`src/rtl/dvrt_pkg.sv`:
```
// Shared widths, controller states and command/status types of the daily VWAP tracker.
`timescale 1ns / 1ps

package dvrt_pkg;

    localparam int DAY_W   = 16;
    localparam int PRICE_W = 25;
    localparam int VOL_W   = 30;
    localparam int TP_W    = 26;   // sum of three non-negative 24-bit prices
    localparam int PROD_W  = TP_W + VOL_W;
    localparam int PV_W    = 63;
    localparam int VS_W    = 37;
    localparam int DIV_W   = VS_W + 2;  // three times the volume sum
    localparam int VWAP_W  = 24;
    localparam int CNT_W   = 5;

    // Quotient fits in VWAP_W bits, so the divider runs one step per quotient bit
    localparam logic [CNT_W-1:0] DIV_FIRST_STEP = CNT_W'(VWAP_W - 1);
    localparam logic [CNT_W-1:0] DIV_LAST_STEP  = '0;

    typedef enum logic [2:0] {
        S_IDLE,
        S_EVAL,
        S_SUM,
        S_DIVLD,
        S_DIV,
        S_UPD,
        S_DONE
    } dvrt_state_t;

    typedef struct packed {
        logic capture;
        logic eval;
        logic sum;
        logic div_load;
        logic div_step;
        logic update;
        logic load_out;
    } dvrt_cmd_t;

    typedef struct packed {
        logic skip;
        logic ovf;
        logic div_last;
        logic out_free;
    } dvrt_sts_t;

endpackage

```
`src/rtl/dvrt_channels.sv`:
```
// Candle input and statistics output channel interfaces.
`timescale 1ns / 1ps

interface dvrt_candle_if;
    import dvrt_pkg::*;

    logic                      valid;
    logic                      ready;
    logic        [DAY_W-1:0]   day;
    logic signed [PRICE_W-1:0] high_price;
    logic signed [PRICE_W-1:0] low_price;
    logic signed [PRICE_W-1:0] close_price;
    logic        [VOL_W-1:0]   volume;
    logic                      restart;

    modport source (output valid, day, high_price, low_price, close_price, volume, restart,
                    input ready);
    modport sink   (input valid, day, high_price, low_price, close_price, volume, restart,
                    output ready);
endinterface

interface dvrt_stats_if;
    import dvrt_pkg::*;

    logic              valid;
    logic              ready;
    logic [VWAP_W-1:0] vwap_high;
    logic [VWAP_W-1:0] vwap_low;
    logic [VWAP_W-1:0] vwap_close;
    logic              stats_valid;
    logic              candle_used;

    modport source (output valid, vwap_high, vwap_low, vwap_close, stats_valid, candle_used,
                    input ready);
    modport sink   (input valid, vwap_high, vwap_low, vwap_close, stats_valid, candle_used,
                    output ready);
endinterface

```
`src/rtl/daily_vwap_range_tracker.sv`:
```
// Top level of the daily VWAP range tracker: controller, datapath and channel wiring.
//
//   channel     dir   handshake           payload
//   candle_in   in    valid / ready       day, high_price, low_price, close_price, volume, restart
//   stats_out   out   valid / ready       vwap_high, vwap_low, vwap_close, stats_valid, candle_used
//   cfg         in    cfg_we (no ready)   cfg_wdata = target_day
//
// A candle that enters the sums passes from accept to the next accept through capture,
// check, multiply, accumulate, divisor setup, 24 divider steps, update and result load.
// A skipped candle goes from check to result load; an overflow of the sums, from accumulate.
// A finished result word sits in an output register; the block waits in its last state only
// while that register is full and not taken. Reset clears sums, flags and target day.
`timescale 1ns / 1ps

module daily_vwap_range_tracker
    import dvrt_pkg::*;
(
    input  logic               clk,
    input  logic               rst_n,
    input  logic               cfg_we,
    input  logic [DAY_W-1:0]   cfg_wdata,
    dvrt_candle_if.sink        candle_in,
    dvrt_stats_if.source       stats_out
);

    dvrt_cmd_t cmd;
    dvrt_sts_t sts;

    // Sequence each candle word
    dvrt_ctrl u_ctrl (
        .clk      (clk),
        .rst_n    (rst_n),
        .in_valid (candle_in.valid),
        .in_ready (candle_in.ready),
        .sts      (sts),
        .cmd      (cmd)
    );

    // Compute sums, quotient and result word
    dvrt_dp u_dp (
        .clk         (clk),
        .rst_n       (rst_n),
        .cfg_we      (cfg_we),
        .cfg_wdata   (cfg_wdata),
        .day         (candle_in.day),
        .high_price  (candle_in.high_price),
        .low_price   (candle_in.low_price),
        .close_price (candle_in.close_price),
        .volume      (candle_in.volume),
        .restart     (candle_in.restart),
        .cmd         (cmd),
        .sts         (sts),
        .out_valid   (stats_out.valid),
        .out_ready   (stats_out.ready),
        .vwap_high   (stats_out.vwap_high),
        .vwap_low    (stats_out.vwap_low),
        .vwap_close  (stats_out.vwap_close),
        .stats_valid (stats_out.stats_valid),
        .candle_used (stats_out.candle_used)
    );

endmodule

```
`src/rtl/dvrt_ctrl.sv`:
```
// Sequencing state machine of the daily VWAP tracker.
`timescale 1ns / 1ps

module dvrt_ctrl
    import dvrt_pkg::*;
(
    input  logic      clk,
    input  logic      rst_n,
    input  logic      in_valid,
    output logic      in_ready,
    input  dvrt_sts_t sts,
    output dvrt_cmd_t cmd
);

    dvrt_state_t state_reg;
    dvrt_state_t state_next;

    // Hold the state
    always_ff @(posedge clk or negedge rst_n)
    begin
        if (!rst_n)
        begin
            state_reg <= S_IDLE;
        end
        else
        begin
            state_reg <= state_next;
        end
    end

    // Pick next state and issue datapath commands
    always_comb
    begin
        state_next = state_reg;
        cmd        = '0;
        in_ready   = 1'b0;
        unique case (state_reg)
            S_IDLE:
            begin
                in_ready = 1'b1;
                if (in_valid)
                begin
                    cmd.capture = 1'b1;
                    state_next  = S_EVAL;
                end
            end
            S_EVAL:
            begin
                cmd.eval   = 1'b1;
                state_next = sts.skip ? S_DONE : S_SUM;
            end
            S_SUM:
            begin
                cmd.sum    = 1'b1;
                state_next = sts.ovf ? S_DONE : S_DIVLD;
            end
            S_DIVLD:
            begin
                cmd.div_load = 1'b1;
                state_next   = S_DIV;
            end
            S_DIV:
            begin
                cmd.div_step = 1'b1;
                if (sts.div_last)
                begin
                    state_next = S_UPD;
                end
            end
            S_UPD:
            begin
                cmd.update = 1'b1;
                state_next = S_DONE;
            end
            S_DONE:
            begin
                if (sts.out_free)
                begin
                    cmd.load_out = 1'b1;
                    state_next   = S_IDLE;
                end
            end
            default:
            begin
                state_next = S_IDLE;
            end
        endcase
    end

    // At most one datapath command per cycle
    assert property (@(posedge clk) disable iff (!rst_n) $onehot0(cmd))
        else $error("dvrt_ctrl: several commands at once");

    // A skipped candle goes straight to the result
    assert property (@(posedge clk) disable iff (!rst_n)
        (state_reg == S_EVAL && sts.skip) |=> (state_reg == S_DONE))
        else $error("dvrt_ctrl: skipped candle entered the sums");

    // The divider finishes before the running values update
    assert property (@(posedge clk) disable iff (!rst_n)
        (state_reg == S_UPD) |-> ($past(state_reg) == S_DIV))
        else $error("dvrt_ctrl: update without division");

endmodule

```
`src/rtl/dvrt_dp.sv`:
```
// Datapath of the daily VWAP tracker: sums, multiplier, restoring divider, result word.
`timescale 1ns / 1ps

module dvrt_dp
    import dvrt_pkg::*;
(
    input  logic                      clk,
    input  logic                      rst_n,
    input  logic                      cfg_we,
    input  logic        [DAY_W-1:0]   cfg_wdata,
    input  logic        [DAY_W-1:0]   day,
    input  logic signed [PRICE_W-1:0] high_price,
    input  logic signed [PRICE_W-1:0] low_price,
    input  logic signed [PRICE_W-1:0] close_price,
    input  logic        [VOL_W-1:0]   volume,
    input  logic                      restart,
    input  dvrt_cmd_t                 cmd,
    output dvrt_sts_t                 sts,
    output logic                      out_valid,
    input  logic                      out_ready,
    output logic        [VWAP_W-1:0]  vwap_high,
    output logic        [VWAP_W-1:0]  vwap_low,
    output logic        [VWAP_W-1:0]  vwap_close,
    output logic                      stats_valid,
    output logic                      candle_used
);

    logic [DAY_W-1:0]  target_day_reg;

    logic [DAY_W-1:0]  day_reg;
    logic [TP_W-1:0]   tp_reg;
    logic [VOL_W-1:0]  vol_reg;
    logic              wf_reg;
    logic [PROD_W-1:0] prod_reg;

    logic [PV_W-1:0]   pv_sum_reg;
    logic [VS_W-1:0]   vs_sum_reg;
    logic [VWAP_W-1:0] run_high_reg;
    logic [VWAP_W-1:0] run_low_reg;
    logic [VWAP_W-1:0] run_close_reg;
    logic              any_used_reg;
    logic              past_target_reg;
    logic              used_reg;

    logic [PV_W-1:0]   rem_reg;
    logic [PV_W-1:0]   dsr_reg;
    logic [VWAP_W-1:0] quo_reg;
    logic [CNT_W-1:0]  cnt_reg;

    logic              out_valid_reg;
    logic [VWAP_W-1:0] out_high_reg;
    logic [VWAP_W-1:0] out_low_reg;
    logic [VWAP_W-1:0] out_close_reg;
    logic              out_stats_reg;
    logic              out_used_reg;

    logic [TP_W-1:0]   tp_next;
    logic              wf_next;
    logic [PROD_W-1:0] prod_next;
    logic [PV_W:0]     pv_next;
    logic [VS_W:0]     vs_next;
    logic [DIV_W-1:0]  div_next;
    logic              rem_ge;

    // Typical price and candle sanity checks on the incoming word
    assign tp_next = TP_W'(high_price[VWAP_W-1:0]) + TP_W'(low_price[VWAP_W-1:0])
                   + TP_W'(close_price[VWAP_W-1:0]);
    assign wf_next = (volume != '0) && (high_price >= low_price)
                   && !low_price[PRICE_W-1] && !close_price[PRICE_W-1];

    assign prod_next = PROD_W'(tp_reg) * PROD_W'(vol_reg);
    assign pv_next   = {1'b0, pv_sum_reg} + (PV_W + 1)'(prod_reg);
    assign vs_next   = {1'b0, vs_sum_reg} + (VS_W + 1)'(vol_reg);
    assign div_next  = {2'b00, vs_sum_reg} + {1'b0, vs_sum_reg, 1'b0};
    assign rem_ge    = (rem_reg >= dsr_reg);

    // Report status to the controller
    assign sts.skip     = past_target_reg || (day_reg != target_day_reg) || !wf_reg;
    assign sts.ovf      = pv_next[PV_W] || vs_next[VS_W];
    assign sts.div_last = (cnt_reg == DIV_LAST_STEP);
    assign sts.out_free = !out_valid_reg || out_ready;

    // Hold the target day register
    always_ff @(posedge clk or negedge rst_n)
    begin
        if (!rst_n)
        begin
            target_day_reg <= '0;
        end
        else if (cfg_we)
        begin
            target_day_reg <= cfg_wdata;
        end
    end

    // Capture the candle word and form the product
    always_ff @(posedge clk)
    begin
        if (cmd.capture)
        begin
            day_reg <= day;
            tp_reg  <= tp_next;
            vol_reg <= volume;
            wf_reg  <= wf_next;
        end
        if (cmd.eval)
        begin
            prod_reg <= prod_next;
        end
    end

    // Accumulate, track the running values, clear on restart
    always_ff @(posedge clk or negedge rst_n)
    begin
        if (!rst_n)
        begin
            pv_sum_reg      <= '0;
            vs_sum_reg      <= '0;
            run_high_reg    <= '0;
            run_low_reg     <= '1;
            run_close_reg   <= '0;
            any_used_reg    <= 1'b0;
            past_target_reg <= 1'b0;
            used_reg        <= 1'b0;
        end
        else
        begin
            if (cmd.capture)
            begin
                used_reg <= 1'b0;
                if (restart)
                begin
                    pv_sum_reg      <= '0;
                    vs_sum_reg      <= '0;
                    run_high_reg    <= '0;
                    run_low_reg     <= '1;
                    run_close_reg   <= '0;
                    any_used_reg    <= 1'b0;
                    past_target_reg <= 1'b0;
                end
            end
            // Latch the end of the target day once a later day shows up
            if (cmd.eval && !past_target_reg && any_used_reg && (day_reg > target_day_reg))
            begin
                past_target_reg <= 1'b1;
            end
            if (cmd.sum && !sts.ovf)
            begin
                pv_sum_reg   <= pv_next[PV_W-1:0];
                vs_sum_reg   <= vs_next[VS_W-1:0];
                any_used_reg <= 1'b1;
                used_reg     <= 1'b1;
            end
            if (cmd.update)
            begin
                run_close_reg <= quo_reg;
                if (quo_reg > run_high_reg)
                begin
                    run_high_reg <= quo_reg;
                end
                if (quo_reg < run_low_reg)
                begin
                    run_low_reg <= quo_reg;
                end
            end
        end
    end

    // Restoring divider: one quotient bit per cycle, MSB first
    always_ff @(posedge clk)
    begin
        if (cmd.div_load)
        begin
            rem_reg <= pv_sum_reg;
            dsr_reg <= {1'b0, div_next, {(VWAP_W - 1){1'b0}}};
            quo_reg <= '0;
            cnt_reg <= DIV_FIRST_STEP;
        end
        else if (cmd.div_step)
        begin
            if (rem_ge)
            begin
                rem_reg <= rem_reg - dsr_reg;
            end
            dsr_reg <= dsr_reg >> 1;
            quo_reg <= {quo_reg[VWAP_W-2:0], rem_ge};
            cnt_reg <= cnt_reg - CNT_W'(1);
        end
    end

    // Hold the result word until taken
    always_ff @(posedge clk or negedge rst_n)
    begin
        if (!rst_n)
        begin
            out_valid_reg <= 1'b0;
        end
        else if (cmd.load_out)
        begin
            out_valid_reg <= 1'b1;
        end
        else if (out_ready)
        begin
            out_valid_reg <= 1'b0;
        end
    end

    always_ff @(posedge clk)
    begin
        if (cmd.load_out)
        begin
            out_high_reg  <= run_high_reg;
            out_low_reg   <= any_used_reg ? run_low_reg : '0;
            out_close_reg <= run_close_reg;
            out_stats_reg <= any_used_reg;
            out_used_reg  <= used_reg;
        end
    end

    assign out_valid   = out_valid_reg;
    assign vwap_high   = out_high_reg;
    assign vwap_low    = out_low_reg;
    assign vwap_close  = out_close_reg;
    assign stats_valid = out_stats_reg;
    assign candle_used = out_used_reg;

    // Sums stay empty while nothing has been used
    assert property (@(posedge clk) disable iff (!rst_n)
        !any_used_reg |-> (vs_sum_reg == '0 && pv_sum_reg == '0))
        else $error("dvrt_dp: sums nonzero with nothing used");

    // Divisor is never zero
    assert property (@(posedge clk) disable iff (!rst_n)
        cmd.div_load |-> (vs_sum_reg != '0))
        else $error("dvrt_dp: division by zero volume");

    // A used candle marks the statistics valid
    assert property (@(posedge clk) disable iff (!rst_n)
        (cmd.sum && !sts.ovf) |=> (any_used_reg && used_reg))
        else $error("dvrt_dp: committed candle not flagged");

    // Presented range is ordered
    assert property (@(posedge clk) disable iff (!rst_n)
        (out_valid_reg && out_stats_reg) |-> (out_low_reg <= out_high_reg))
        else $error("dvrt_dp: running low above running high");

endmodule
```
`src/flat_wrapper.sv`:
```
// flat-port wrapper written by rule: the top's interface ports become plain ports
module daily_vwap_range_tracker_flat import dvrt_pkg::*;
  (clk, rst_n, cfg_we, cfg_wdata, candle_in_valid, candle_in_day, candle_in_high_price, candle_in_low_price, candle_in_close_price, candle_in_volume, candle_in_restart, candle_in_ready, stats_out_valid, stats_out_vwap_high, stats_out_vwap_low, stats_out_vwap_close, stats_out_stats_valid, stats_out_candle_used, stats_out_ready);
  dvrt_candle_if candle_in_i ();
  dvrt_stats_if stats_out_i ();
  input  logic clk;
  input  logic rst_n;
  input  logic cfg_we;
  input  logic [DAY_W-1:0] cfg_wdata;
  input wire logic [$bits(candle_in_i.valid)-1:0] candle_in_valid;
  input wire logic [$bits(candle_in_i.day)-1:0] candle_in_day;
  input wire logic [$bits(candle_in_i.high_price)-1:0] candle_in_high_price;
  input wire logic [$bits(candle_in_i.low_price)-1:0] candle_in_low_price;
  input wire logic [$bits(candle_in_i.close_price)-1:0] candle_in_close_price;
  input wire logic [$bits(candle_in_i.volume)-1:0] candle_in_volume;
  input wire logic [$bits(candle_in_i.restart)-1:0] candle_in_restart;
  output wire logic [$bits(candle_in_i.ready)-1:0] candle_in_ready;
  output wire logic [$bits(stats_out_i.valid)-1:0] stats_out_valid;
  output wire logic [$bits(stats_out_i.vwap_high)-1:0] stats_out_vwap_high;
  output wire logic [$bits(stats_out_i.vwap_low)-1:0] stats_out_vwap_low;
  output wire logic [$bits(stats_out_i.vwap_close)-1:0] stats_out_vwap_close;
  output wire logic [$bits(stats_out_i.stats_valid)-1:0] stats_out_stats_valid;
  output wire logic [$bits(stats_out_i.candle_used)-1:0] stats_out_candle_used;
  input wire logic [$bits(stats_out_i.ready)-1:0] stats_out_ready;
  assign candle_in_i.valid = candle_in_valid;
  assign candle_in_i.day = candle_in_day;
  assign candle_in_i.high_price = candle_in_high_price;
  assign candle_in_i.low_price = candle_in_low_price;
  assign candle_in_i.close_price = candle_in_close_price;
  assign candle_in_i.volume = candle_in_volume;
  assign candle_in_i.restart = candle_in_restart;
  assign candle_in_ready = candle_in_i.ready;
  assign stats_out_valid = stats_out_i.valid;
  assign stats_out_vwap_high = stats_out_i.vwap_high;
  assign stats_out_vwap_low = stats_out_i.vwap_low;
  assign stats_out_vwap_close = stats_out_i.vwap_close;
  assign stats_out_stats_valid = stats_out_i.stats_valid;
  assign stats_out_candle_used = stats_out_i.candle_used;
  assign stats_out_i.ready = stats_out_ready;
  daily_vwap_range_tracker u_core (.clk(clk), .rst_n(rst_n), .cfg_we(cfg_we), .cfg_wdata(cfg_wdata), .candle_in(candle_in_i), .stats_out(stats_out_i));
endmodule
```
`config.mk`:
```
export PLATFORM = sky130hd
export DESIGN_NAME = daily_vwap_range_tracker_flat
export DESIGN_NICKNAME = d
export VERILOG_FILES = /design/src/rtl/dvrt_pkg.sv /design/src/rtl/dvrt_channels.sv /design/src/rtl/daily_vwap_range_tracker.sv /design/src/rtl/dvrt_ctrl.sv /design/src/rtl/dvrt_dp.sv /design/src/flat_wrapper.sv
export SDC_FILE = /design/constraint.sdc
export NUM_CORES = 2
export LEC_CHECK = 0
export BUFFER_PORTS_ARGS = -buffer_cell sky130_fd_sc_hd__buf_2
export CORE_UTILIZATION = 55
export CTS_BUF_LIST = sky130_fd_sc_hd__clkbuf_16
export CTS_CLUSTER_DIAMETER = 80
export DETAILED_ROUTE_END_ITERATION = 10
export GPL_TIMING_DRIVEN = 1
export HOLD_SLACK_MARGIN = 0.06
export PLACE_DENSITY = 0.72
export SLEW_MARGIN = 0
export SYNTH_ARGS = -nofsm -noshare
export SYNTH_HDL_FRONTEND = slang
export SYNTH_SLANG_ARGS = --single-unit
```
`constraint.sdc`:
```
create_clock -name clk -period 18.4 [get_ports clk]
set_input_delay 0.92 -clock clk [delete_from_list [all_inputs] [get_ports clk]]
set_output_delay 0.92 -clock clk [all_outputs]
set_load 0.02 [all_outputs]
```
==> flow_metrics.env <==
export IMPL_die_width_um=329
export IMPL_syn_inst=6247
export IMPL_antenna_cells=0
export IMPL_viasPerCell=5.70
export IMPL_first_global_vias=45591
export IMPL_cts_htree_levels=3
export IMPL_cts_repair_resized=0
export IMPL_fin_worst_skew_ps=49.8
export IMPL_path_clk_slew_ps=70
export IMPL_yosysWarnings=0
export IMPL_crit_type="reg2reg"
export IMPL_setup_tns_ps=0
export IMPL_die_area_um2=108000
export IMPL_fp_row_count=119
export IMPL_clk_latency_ps=640
export IMPL_path_max_fanout=27
export IMPL_syn_nets=7584
export IMPL_drc=28
export IMPL_crit_arrival_ps=9080
export IMPL_rr_startpoint="u_core.u_dp.vol_reg[12]"
export IMPL_slew_headroom=0.146
export IMPL_synth_avg_cell_area_um2=9.41
export IMPL_synth_area_um2=58800
export IMPL_final_cells=7781
export IMPL_grt_remaining_overflow=0
export IMPL_grt_max_degree=94
export IMPL_crit_path_end_kind="flop"
export IMPL_area_growth_pct=7.69
export IMPL_place_inst=7660
export IMPL_worstSetupEndpoint="u_core.u_dp.prod_reg[54]"
export IMPL_cpMostUsedCell="fa_1"
export IMPL_via_count=44344
export IMPL_synthFlopType="edfxtp_1"
export IMPL_grt_total_usage=0.284
export IMPL_gp_congestion=0.928
export IMPL_cts_inserted_buffers=67
export IMPL_die_h_um=329
export IMPL_critical_path_required_ps=18790
export IMPL_post_dp_hpwl_um=112000
export IMPL_crit_slowest_cell="edfxtp_1"
export IMPL_post_cts_buffers=0
export IMPL_maxCapViolations=0
export IMPL_fin_crit_sh=0.472
export IMPL_finalHoldViolCount=0
export IMPL_grt_pass1_wl_um=242000
export IMPL_worst_pin_slew_ps=1280
export IMPL_rrSetupSlack_ps=9710
export IMPL_clock_sinks=552
export IMPL_cts_tree="yes"
export IMPL_final_max_slew_violation_count=0
export IMPL_yosysUniqueCellTypes=94
export IMPL_holdWs_ps=370
export IMPL_ios=219
export IMPL_hold_class="in2async"
export IMPL_start_kind="flop"
export IMPL_synth_sequential_area_ratio=0.257
export IMPL_synth_edff_count=305
export IMPL_cpPeakStageDelay_ps=1160
export IMPL_wire_per_inst_um=19.4
export IMPL_fin_nets=7675
export IMPL_fmax_mhz=115
export IMPL_io_buffers=218
export IMPL_drt_wl_total_um=151000
export IMPL_holdBufCountCts=0
export IMPL_crit_start="u_core.u_dp.vol_reg[12]"
export IMPL_start_util=0.557
export IMPL_detail_route_antenna_nets=0
export IMPL_drt_iter0_drc=2919
export IMPL_layout_min_cycle_time_ps=8690
export IMPL_reg2reg_to="u_core.u_dp.prod_reg[54]"
export IMPL_core_um2=106000
export IMPL_clockBufferDepth=3
export IMPL_setup_viol=0
export IMPL_ys_async_sr_fraction=0.353
export IMPL_violations="DRC"
export IMPL_drive_above_1_share=0.0745
export IMPL_rsz0062_at_grt="false"
export IMPL_root_buffer="clkbuf_16"
export IMPL_drtPass1Iterations=11
export IMPL_antenna_found_initial=2
export IMPL_status="complete, but fails checks"
export IMPL_ys_ff_latch=552
export IMPL_reg2reg_depth=25
==> worst max-delay path, delay by kind of cell (launching register included) <==
family / cells / cell delay [ps]
adder cells (fa/ha/maj): 8 / 3910
AO/OA/AOI/OAI: 9 / 2550
XOR/XNOR: 1 / 80
flip-flops: 1 / 1160
buffers and inverters: 5 / 270
AND/OR/NAND/NOR: 2 / 510
==> layout make-up <==
| cell class | count | area, um^2 |
|---|---|---|
| repair buffers | 292 | 1660 |
| clock inverters | 53 | 454 |
| clock buffers | 68 | 1700 |
| flip-flops and latches | 552 | 15100 |
| well taps | 1391 | 1740 |
| multi-input cells | 4473 | 39100 |
| fillers | 8953 | 42300 |
| inverters | 952 | 3570 |
==> cell usage in the layout, fill, tap and decap left out, types with 12 or more instances in the layout <==
cell type,n
a211oi_1,31
a21o_1,178
a21oi_1,313
a31oi_1,35
and2_1,452
and3_1,32
and4_1,14
buf_2,217
buf_4,74
clkbuf_16,68
dfrtp_1,171
dfstp_2,24
dfxtp_1,52
edfxtp_1,305
fa_1,676
ha_1,518
inv_1,961
nand2_1,640
nand2b_1,44
nand3_1,158
nand4_1,50
nor2_1,222
nor2b_1,37
nor3_1,41
nor4_1,19
o211ai_1,16
o21a_1,41
o21ai_0,304
o21bai_1,53
o22a_1,25
o22ai_1,86
o31ai_1,32
or2_2,12
or3_1,16
xnor2_1,146
xor2_1,109
==> worst min path at each step <==
stage                                  startpoint                    endpoint  slack (ps)  cells after the start
detailed placement   u_core.u_dp.run_close_reg[2]   u_core.u_dp.vwap_close[2]         430                      0
CTS                                         rst_n       u_core.u_dp.out_valid         370                      1
global route                                rst_n       u_core.u_dp.out_valid         420                      1
global placement    u_core.u_dp.run_close_reg[14]  u_core.u_dp.vwap_close[14]         430                      0
finish                                      rst_n       u_core.u_dp.out_valid         370                      1
floorplan            u_core.u_dp.run_close_reg[0]   u_core.u_dp.vwap_close[0]         420                      0
==> cell usage after synthesis (all sizes together), types with 171 or more instances <==
cell | number | area (um^2)
edfxtp | 305 | 9160
a21o | 183 | 1380
ha | 518 | 6480
nor2 | 224 | 841
dfrtp | 171 | 4280
nand2 | 641 | 2410
inv | 952 | 3570
o21ai | 311 | 1560
a21oi | 314 | 1580
clkbuf | 240 | 916
and2 | 455 | 2850
fa | 676 | 13500
==> per-stage QoR <==
step	worst slack [ps]	cell area, um^2	util
6_report	9710	63300	0.600
5_1_grt	9230	63300	0.600
4_1_cts	9840	63300	0.600
3_5_place_dp	9840	61100	0.579
3_3_place_gp	10020	61100	0.579
2_1_floorplan	11170	58800	-
==> layer usage <==
layer | share of wire | up-vias | track usage
met3 | 0.071 | 344 | 0.0486
met4 | 0.040 | 4 | 0.109
met2 | 0.47 | 1619 | 0.471
met5 | 0.00015 | - | 0
met1 | 0.42 | 21523 | 0.371
li1 | - | 20854 | -
==> logic make-up after synthesis <==
group / Yosys count / synth area share
simple gates: 1777 / 0.150
compound gates: 1239 / 0.134
buf+inv: 1222 / 0.0796
fa+ha+maj: 1194 / 0.340
flops: 552 / 0.257
xor+xnor: 255 / 0.0380
mux: 8 / 0.00145
Power is not shown: default switching activity piles up to over one toggle a cycle in this logic, so the estimate is an artifact.
